$ cat src/lpht_pkg.sv
// Shared types and constants for the linear probing hash table.
`default_nettype none
package lpht_pkg;

  // Number of slots; must be a power of two so the home slot is a bit-select of the key.
  localparam int TABLE_SIZE = 256;
  localparam int IDX_W      = $clog2(TABLE_SIZE);
  localparam int KEY_W      = 31;
  localparam int DATA_W     = 32;
  localparam int ACT_W      = 2;

  // Request codes; the fourth code is a no-op request
  typedef enum logic [ACT_W-1:0] {
    ACT_INSERT = 2'd0,
    ACT_DELETE = 2'd1,
    ACT_GET    = 2'd2
  } action_t;

  // Slot occupancy codes
  typedef enum logic [1:0] {
    ST_EMPTY   = 2'd0,
    ST_USED    = 2'd1,
    ST_DELETED = 2'd2
  } slot_status_t;

  // One word of the slot store
  typedef struct packed {
    slot_status_t        status;
    logic [KEY_W-1:0]    key;
    logic [DATA_W-1:0]   payload;
  } slot_t;

  localparam int SLOT_W = $bits(slot_t);

  // Controller states
  typedef enum logic {
    CS_IDLE,
    CS_PROBE
  } ctrl_state_t;

  // Controller to datapath commands
  typedef struct packed {
    logic         load;       // capture the request beat, read the home slot
    logic         advance;    // move to the next slot and read it
    logic         wr_en;      // write the current slot
    slot_status_t wr_status;  // status written; used takes the request key/payload
    logic         res_load;   // load the result register
    logic         res_hit;
    logic         res_full;
    logic         res_rd;     // result carries the payload of the current slot
  } cmd_t;

  // Datapath to controller status
  typedef struct packed {
    logic [ACT_W-1:0] action;
    logic             slot_free;   // current slot is empty or deleted
    logic             slot_empty;
    logic             key_match;   // current slot used and holds the key
    logic             wrap;        // the next slot is the home slot
    logic             out_free;    // result register can take a new beat
  } status_t;

endpackage
`default_nettype wire

$ cat src/lpht_ctrl.sv
// Probe sequencer: walks the probe path and decides write and result per slot.
`default_nettype none
module lpht_ctrl (
  input  wire logic              clk,
  input  wire logic              rst,
  input  wire logic              req_valid,
  output logic                   req_ready,
  input  wire lpht_pkg::status_t status,
  output lpht_pkg::cmd_t         cmd
);

  lpht_pkg::ctrl_state_t state, state_next;

  // State register
  always_ff @(posedge clk) begin
    if (rst) begin
      state <= lpht_pkg::CS_IDLE;
    end else begin
      state <= state_next;
    end
  end

  // Next state
  always_comb begin
    state_next = state;
    unique case (state)
      lpht_pkg::CS_IDLE: begin
        if (req_valid) begin
          state_next = lpht_pkg::CS_PROBE;
        end
      end
      lpht_pkg::CS_PROBE: begin
        if (cmd.res_load) begin
          state_next = lpht_pkg::CS_IDLE;
        end
      end
      default: state_next = lpht_pkg::CS_IDLE;
    endcase
  end

  // Outputs: one slot examined per cycle in the probe state while the result register can take a beat
  always_comb begin
    cmd           = '0;
    cmd.wr_status = lpht_pkg::ST_USED;
    req_ready     = 1'b0;
    unique case (state)
      lpht_pkg::CS_IDLE: begin
        req_ready = 1'b1;
        cmd.load  = req_valid;
      end
      lpht_pkg::CS_PROBE: begin
        // hold the current slot while the result register is occupied
        if (status.out_free) begin
          unique case (status.action)
            lpht_pkg::ACT_INSERT: begin
              if (status.slot_free) begin
                cmd.wr_en     = 1'b1;
                cmd.wr_status = lpht_pkg::ST_USED;
                cmd.res_load  = 1'b1;
                cmd.res_hit   = 1'b1;
              end else if (status.wrap) begin
                cmd.res_load = 1'b1;
                cmd.res_full = 1'b1;
              end else begin
                cmd.advance = 1'b1;
              end
            end
            lpht_pkg::ACT_DELETE, lpht_pkg::ACT_GET: begin
              if (status.slot_empty) begin
                cmd.res_load = 1'b1;
              end else if (status.key_match) begin
                cmd.res_load = 1'b1;
                cmd.res_hit  = 1'b1;
                if (status.action == lpht_pkg::ACT_DELETE) begin
                  cmd.wr_en     = 1'b1;
                  cmd.wr_status = lpht_pkg::ST_DELETED;
                end else begin
                  cmd.res_rd = 1'b1;
                end
              end else if (status.wrap) begin
                cmd.res_load = 1'b1;
              end else begin
                cmd.advance = 1'b1;
              end
            end
            // unused code: empty result, table untouched
            default: cmd.res_load = 1'b1;
          endcase
        end
      end
      default: ;
    endcase
  end

endmodule
`default_nettype wire

$ cat config.mk
export PLATFORM = sky130hd
export DESIGN_NAME = lpht_ctrl
export DESIGN_NICKNAME = d
export VERILOG_FILES = /design/src/lpht_pkg.sv /design/src/lpht_ctrl.sv
export SDC_FILE = /design/constraint.sdc
export NUM_CORES = 1
export LEC_CHECK = 0
export BUFFER_PORTS_ARGS = -buffer_cell sky130_fd_sc_hd__buf_2
export CORE_AREA = 2 2 39 41
export CTS_CLUSTER_DIAMETER = 30
export CTS_CLUSTER_SIZE = 25
export DETAILED_ROUTE_END_ITERATION = 6
export DIE_AREA = 0 0 41 43
export PLACE_DENSITY = 0.4
export SYNTH_ARGS = -nofsm -noshare
export SYNTH_HDL_FRONTEND = slang
export SYNTH_SLANG_ARGS = --single-unit
$ cat constraint.sdc
create_clock -name clk -period 0.86 [get_ports clk]
set_input_delay 0.129 -clock clk [delete_from_list [all_inputs] [get_ports clk]]
set_output_delay 0.129 -clock clk [all_outputs]
set_load 0.005 [all_outputs]
==> metrics list, run 1 <==
- Final critical-path share of the clock period: 122.3%
* Clock slew seen by the registers of the worst setup and hold paths: 0 ps
- Static Leakage: 0.2279 nW
* Maximum fanout count along the critical path: 5
- Final WS setup: -191.6 ps
* Share of synthesized area occupied by flip-flops and latches: 10.13%
- Ratio of cells with drive above 1 in the final layout: 76.67%
- Synthesis produced a netlist with a net count of 45.
* Final cell utilization of the core: 37.79%
* Routed metal-1 wirelength: 304 um
- For this run, the top clock speed supported by timing is 951.0 MHz.
- Initial drt markers: 1
- Slew at the pin with the worst max-slew slack: a little under 200 ps
* Data required, critical path: approximately 730 ps
- Yosys synthesis warning count: 0
- The final count of hold timing violations is 0.
* Detailed-route via count: 329
- DIE WIDTH: 41 um
- Simple-gate portion of the synthesized area: 41.77%
* Run status: finished with violations
- The checks that failed: negative setup slack.
- Number of maximum-capacitance constraint violations: 0
- The synthesized netlist devotes 21.52% of its cell area to compound gates.
- Data arrives at the worst endpoint at 920 ps.
- Type of element capturing the critical path: output pin
* Post-detailed-route wirelength per cell: 9.855 um
- Clock latency on the worst-skew pair, taken at its later pin, is 0 ps.
- Detailed routing placed a total of between 300 and 400 um of wire on met2.
- Number of nets still failing antenna checks after routing: 0
* Total routed wirelength: 749 um
- Across every metal layer, demand over resource in global routing totals 8.991%.
- The final max-slew violation count was 0.
- Headroom to the max-slew limit came out at 86.75%.
* Worst hold path class: input pin to register
- IR Drop Worst-Case VDD: 0.1659 mV
- Synth Instances: 32
- The finished layout holds 76 standard cells, fillers aside.
- Register with the most flip-flops: state
* Adder-cell share of the synthesized area: 18.99%
* Number of antenna repair diodes: 0
- Post-placement cell count: 74
- In this run the power density over the cells is between 500 and 600 mW/mm^2.
* Placement row count: 14
- The number of flip-flops in the largest register was 1.
- In the layout the commonest cells are 17 x sky130_fd_sc_hd__buf_2, 8 x sky130_fd_sc_hd__buf_4, 4 x sky130_fd_sc_hd__nand2_1, 4 x sky130_fd_sc_hd__nor2_1.
- Counting flops and latches in the post-synthesis netlist gives 1.
- The largest registers in the layout are state: 1 flops.
* Number of antenna violations at the first check in global routing: 0
* First-pass detailed-route iteration total: 4
* Weighted congestion reported at the end of routability-driven placement: 0.7385
- In the detailed route, the total length drawn on met3 is a little under 60 um.
- Die Height: 43 um
- After layout, the minimum clock period comes to around 1100 ps.
- IO Port Bufs: 19
* Fraction of synthesized area in multiplexers: 0%
* Total Die Area: ~0.0018 sq mm
- In the final design database the tool counted 75 nets.
- Final HPWL DP: around 570 um
- Avg Inst Size Synth: between 6 and 7 sq um
- The critical path goes through buf_12 -> inv_4 -> ha_4 -> o31ai_4 -> a31oi_2 -> buf_2.
- Vias in the first global route: 291
- XOR/XNOR Fraction of Synth Area: 0%
* Placeable Area: around 0.0014 sq mm
* Hold-fix buffer count after cts: 0
* Initial Utilization: 14.29%
- Setup repair after global routing missed its margin: true
- Number of setup violations in the final report: 9
- Via density per instance: 4.329
- STA classifies the critical path startpoint as an input pin.
- After global routing the overflow that remains totals 0.
- During I/O placement, the number of pins put on the boundary was 20.
- Relative to the synthesized area, the layout overhead comes to 164.6%.
- Critical path class: input pin to output pin
- Maximum cell stage delay along the critical path: 300 ps
* DRC violation count after routing: 0
* First-pass GRT wire length: 1159 um
- Most frequent standard cell in the layout excluding fill and tap cells: sky130_fd_sc_hd__buf_2
- Across the routed clock network, the largest skew measured is 0 ps.
- By area, the combinational part of the netlist is dominated by simple AND/OR/NAND/NOR gates.
- Largest net degree at the start of global routing: 6
- For this design, the slowest cell found on the critical path is sky130_fd_sc_hd__ha_4.
- Routed signal wires occupy layers up through met3.
- The number of different library cells used by synthesis comes to 14.
- Summing every instance area after synthesis gives 197.7 sq um.
[power by group]
part	switching (mW)	total [mW]	internal [mW]
combinational	0.0964	0.215	0.118
clock	0	0	0
sequential	0.00602	0.0584	0.0524
total	0.102	0.273	0.171
[cell usage after synthesis, drive strengths merged]
cell type	number	area share, %
inv	4	7.6
o31ai	1	3.8
nand2	5	9.5
dfxtp	1	10
a31oi	1	3.2
nand3	2	5.1
nor2	4	7.6
a211o	1	4.4
nor2b	3	9.5
nor3	3	10
o21ai	1	2.5
a21oi	3	7.6
ha	3	19
[per-layer routing]
metal	up-vias	GRT usage [%]
li1	166	-
met1	152	10.76
met2	11	16.88
met3	0	1.047
met4	0	0
met5	-	0
[path summary, 6_finish.rpt]
check | startpoint | end | slack (ps) | cells past startpoint
min reg2reg | state$_SDFF_PP0_ | state$_SDFF_PP0_ | 650 | 3
max | status[5] | cmd[3] | -190 | 6
min | rst | state$_SDFF_PP0_ | 290 | 2
max reg2reg | state$_SDFF_PP0_ | state$_SDFF_PP0_ | 40 | 3
[what timing repair did]
action	4_1_cts	5_1_grt
setup endpoints to repair	9	9
pin swaps	6	5
hold endpoints to repair	0	0
setup buffers	1	1
resized for setup	17	12
[cell families (layout without fill, tap and decap cells)]
logic type               after synthesis  count (layout)
AO/OA/AOI/OAI                          7               7
adder cells (fa/ha/maj)                3               3
buffers and inverters                  4              32
flip-flops                             1               1
AND/OR/NAND/NOR                       17              17
[final cells by class]
class,instances,area [sq um]
sequential,1,21.27
tap,16,20.02
timing repair buffer,28,191.4
fill,148,860.8
inverter,4,22.52
multi-input combinational,27,267.8
[critical path, delay by kind of cell]
kind / cells / cell delay (ps)
adders and majority gates: 1 / 300
buffers and inverters: 3 / 260
AOI/OAI and AO/OA: 2 / 230
[stage by stage]
step           worst slack [ps]  total power, mW  hold WS, ps  setup TNS [ps]  instance area [sq um]
2_1_floorplan            -39.50           0.1197        199.9          -76.99                  217.7
3_3_place_gp             -308.9           0.2026        298.0           -2118                  385.4
3_5_place_dp             -298.8           0.2023        300.8           -2082                  385.4
4_1_cts                  -250.1           0.2346        291.8           -1584                  450.4
5_1_grt                  -234.2           0.2958        295.7           -1805                  523.0
6_report                 -191.6           0.2731        291.0           -1266                  523.0
No activity file was read; power rests on OpenSTA's default activity.
==> run 2: changes to the inputs <==
--- a/config.mk
+++ b/config.mk
@@ -12,6 +12,7 @@
 export DETAILED_ROUTE_END_ITERATION = 6
 export DIE_AREA = 0 0 41 43
 export PLACE_DENSITY = 0.4
+export SETUP_SLACK_MARGIN = 0.02
 export SYNTH_ARGS = -nofsm -noshare
 export SYNTH_HDL_FRONTEND = slang
 export SYNTH_SLANG_ARGS = --single-unit
==> metrics list, run 2 (synthesized netlist as in run 1, its figures left out) <==
- Summed over all cells, the static leakage comes to 0.2151 nW.
* Run status: finished with violations
* Area growth from synthesis to layout: 144.3%
- Worst Hold Endpoint: state$_SDFF_PP0_
- IR Drop Worst-Case VDD: 0.1726 mV
- Placement row count: 14
- The first global-routing pass estimated around 1100 um of wire.
- Clock latency on the worst-skew pair: 0 ps
* Launch instance of the worst register-to-register path: state$_SDFF_PP0_
* Via density per instance: 4.200
- The final max-slew violation count came to 0.
- Power comes to 251.1 uW.
- Critical path class: input pin to output pin
* Sequential share of power: 23.0%
* IO Port Bufs: 19
- In the finished design, the share of the clock period the worst path needs comes to 122.1%.
- Of the total power, the share spent switching nets is 36.75%.
- Entering global routing, the biggest net connects 6 pins.
- Reg2reg setup slack: around 20 ps
* Setup repair after global routing missed its margin: true
- Detailed-route via count: around 320
- DIE WIDTH: ~41 um
* Number of maximum-capacitance constraint violations: 0
* Worst clock skew on the final layout: 0 ps
- Total Die Area: ~0.0018 sq mm
- The number of flip-flops in the largest register was 1.
- Per report_power, the combinational group accounts for 77.0% of the total.
* Buffers inserted during post-CTS setup optimization: 0
- Timing would allow up to 952.6 MHz.
* Die Height: ~43 um
- Summed over all nets, the switching power comes to 92.28 uW.
- Gr ovfl total: 0
* Post-detailed-route wirelength per cell: between 8 and 9 um
- For the pin with the worst max-slew slack, the measured transition is 212.2 ps.
- The smallest clock period supported by the final layout is computed as around 1000 ps.
- The initial antenna violation count was 0.
- Startpoint of the tightest hold check path: rst
- Number of setup violations in the final report: 9
* First-pass detailed-route iteration total: 2
- Cells fill 34.90% of the core in the end.
- Total routed wirelength: approximately 650 um
- Max_slew headroom: 85.70%
- Worst flop-to-flop path endpoint: state$_SDFF_PP0_
- Clock-pin slew was measured on the worst setup and hold paths at 0 ps.
- For this block, the initial DRC count from the detailed router was 1.
- Hold repair after CTS inserted 0 buffers.
- Number of ports placed on the die boundary: 20
* Most frequent cells in the layout: 17 x sky130_fd_sc_hd__buf_2, 8 x sky130_fd_sc_hd__buf_4, 5 x sky130_fd_sc_hd__nand2_1, 4 x sky130_fd_sc_hd__nor2_1
- The total area inside the core boundary comes to 0.001384 sq mm.
* Layout net count: 74
- For the worst setup path, the data required time is 730 ps.
- Most frequent standard cell in the layout excluding fill and tap cells: sky130_fd_sc_hd__buf_2
- In this run, the clock network consumes 0% of the power.
- The min-delay analysis places its worst path in the category input pin to register.
* Violated checks: negative setup slack
* Vias in the first global route: 285
- Hold-critical path depth: 2
- Number of hold violations in the final report: 0
* Number of nets still failing antenna checks after routing: 0
* Overall global routing resource usage: between 8 and 9%
- For this configuration, the core starts out at a cell density of 14.29%.
- Ratio of cells with drive above 1 in the final layout: 71.19%
- At the end of routability-driven placement, the weighted congestion stood at 0.6692.
* Data arrival time of the critical path: 920 ps
* CP Launch Type: input pin
- Top flop regs: state: 1 flops
- Type of element capturing the critical path: output pin
- In this run the worst path has a maximum fanout of 3.
- Number of antenna repair diodes: 0
- Power per cell area: 519.9 mW/mm^2
- Internal power comes to 158.8 uW.
- Final WS setup: -189.7 ps
* DRC violation count after routing: 0
* Worst Reg-to-Reg Cells: 3
- Register with the most flip-flops: state
[run 2: area by class of cell]
type / count / area [sq um]
inverter: 4 / 25.02
sequential: 1 / 21.27
multi-input combinational: 27 / 241.5
timing repair buffer: 27 / 175.2
tap: 16 / 20.02
fill: 160 / 900.9
[run 2: per-layer routing]
| layer | part of all wire, % | wire length (um) | up-vias | track usage, % |
|---|---|---|---|---|
| li1 | - | - | 162 | - |
| met1 | 43 | 281 | 141 | 10.44 |
| met2 | 49 | 317 | 12 | 15.31 |
| met3 | 8.4 | 55 | 0 | 0 |
| met4 | 0 | 0 | 0 | 0 |
| met5 | 0 | 0 | - | 0 |
[run 2: power groups by stage]
stage	logic [mW]	clock network, mW	registers, mW
final	0.193	0	0.0577
after global placement	0.158	0	0.0565
after floorplan	0.0711	0	0.0567
after global routing	0.214	0	0.0585
after detailed placement	0.159	0	0.0559
after CTS	0.193	0	0.0577
[run 2: repair_timing]
item,4_1_cts,5_1_grt
gates resized for setup,16,3
setup endpoints to repair,9,9
pin swaps,5,3
[run 2: worst max-delay path by stage]
stage | from | slack [ps] | depth (start not counted) | to
2_1_floorplan | status[5] | 10 | 5 | state$_SDFF_PP0_
3_3_place_gp | status[5] | -270 | 6 | cmd[4]
3_5_place_dp | status[5] | -270 | 6 | cmd[4]
4_1_cts | status[6] | -240 | 6 | cmd[3]
5_1_grt | status[6] | -240 | 6 | cmd[3]
6_report | status[6] | -190 | 6 | cmd[4]
[run 2: per-stage QoR]
step | setup slack (ps) | std cells | cell area [sq um] | hold slack [ps] | setup TNS, ps
after floorplan | 14.58 | 32 | 230.2 | 192.5 | 0
after global placement | -269.7 | 75 | 405.4 | 293.1 | -1737
after detailed placement | -271.4 | 75 | 405.4 | 293.4 | -1728
after CTS | -241.7 | 75 | 471.7 | 292.0 | -1407
after global routing | -244.5 | 75 | 483.0 | 303.2 | -1719
final | -189.7 | 75 | 483.0 | 291.8 | -1236
[run 2: worst max-delay path: stages]
cell and delay [ps]:
sky130_fd_sc_hd__buf_8 110, sky130_fd_sc_hd__inv_6 50, sky130_fd_sc_hd__ha_2 180, sky130_fd_sc_hd__nand2_1 50
sky130_fd_sc_hd__a211o_1 280, sky130_fd_sc_hd__buf_2 120
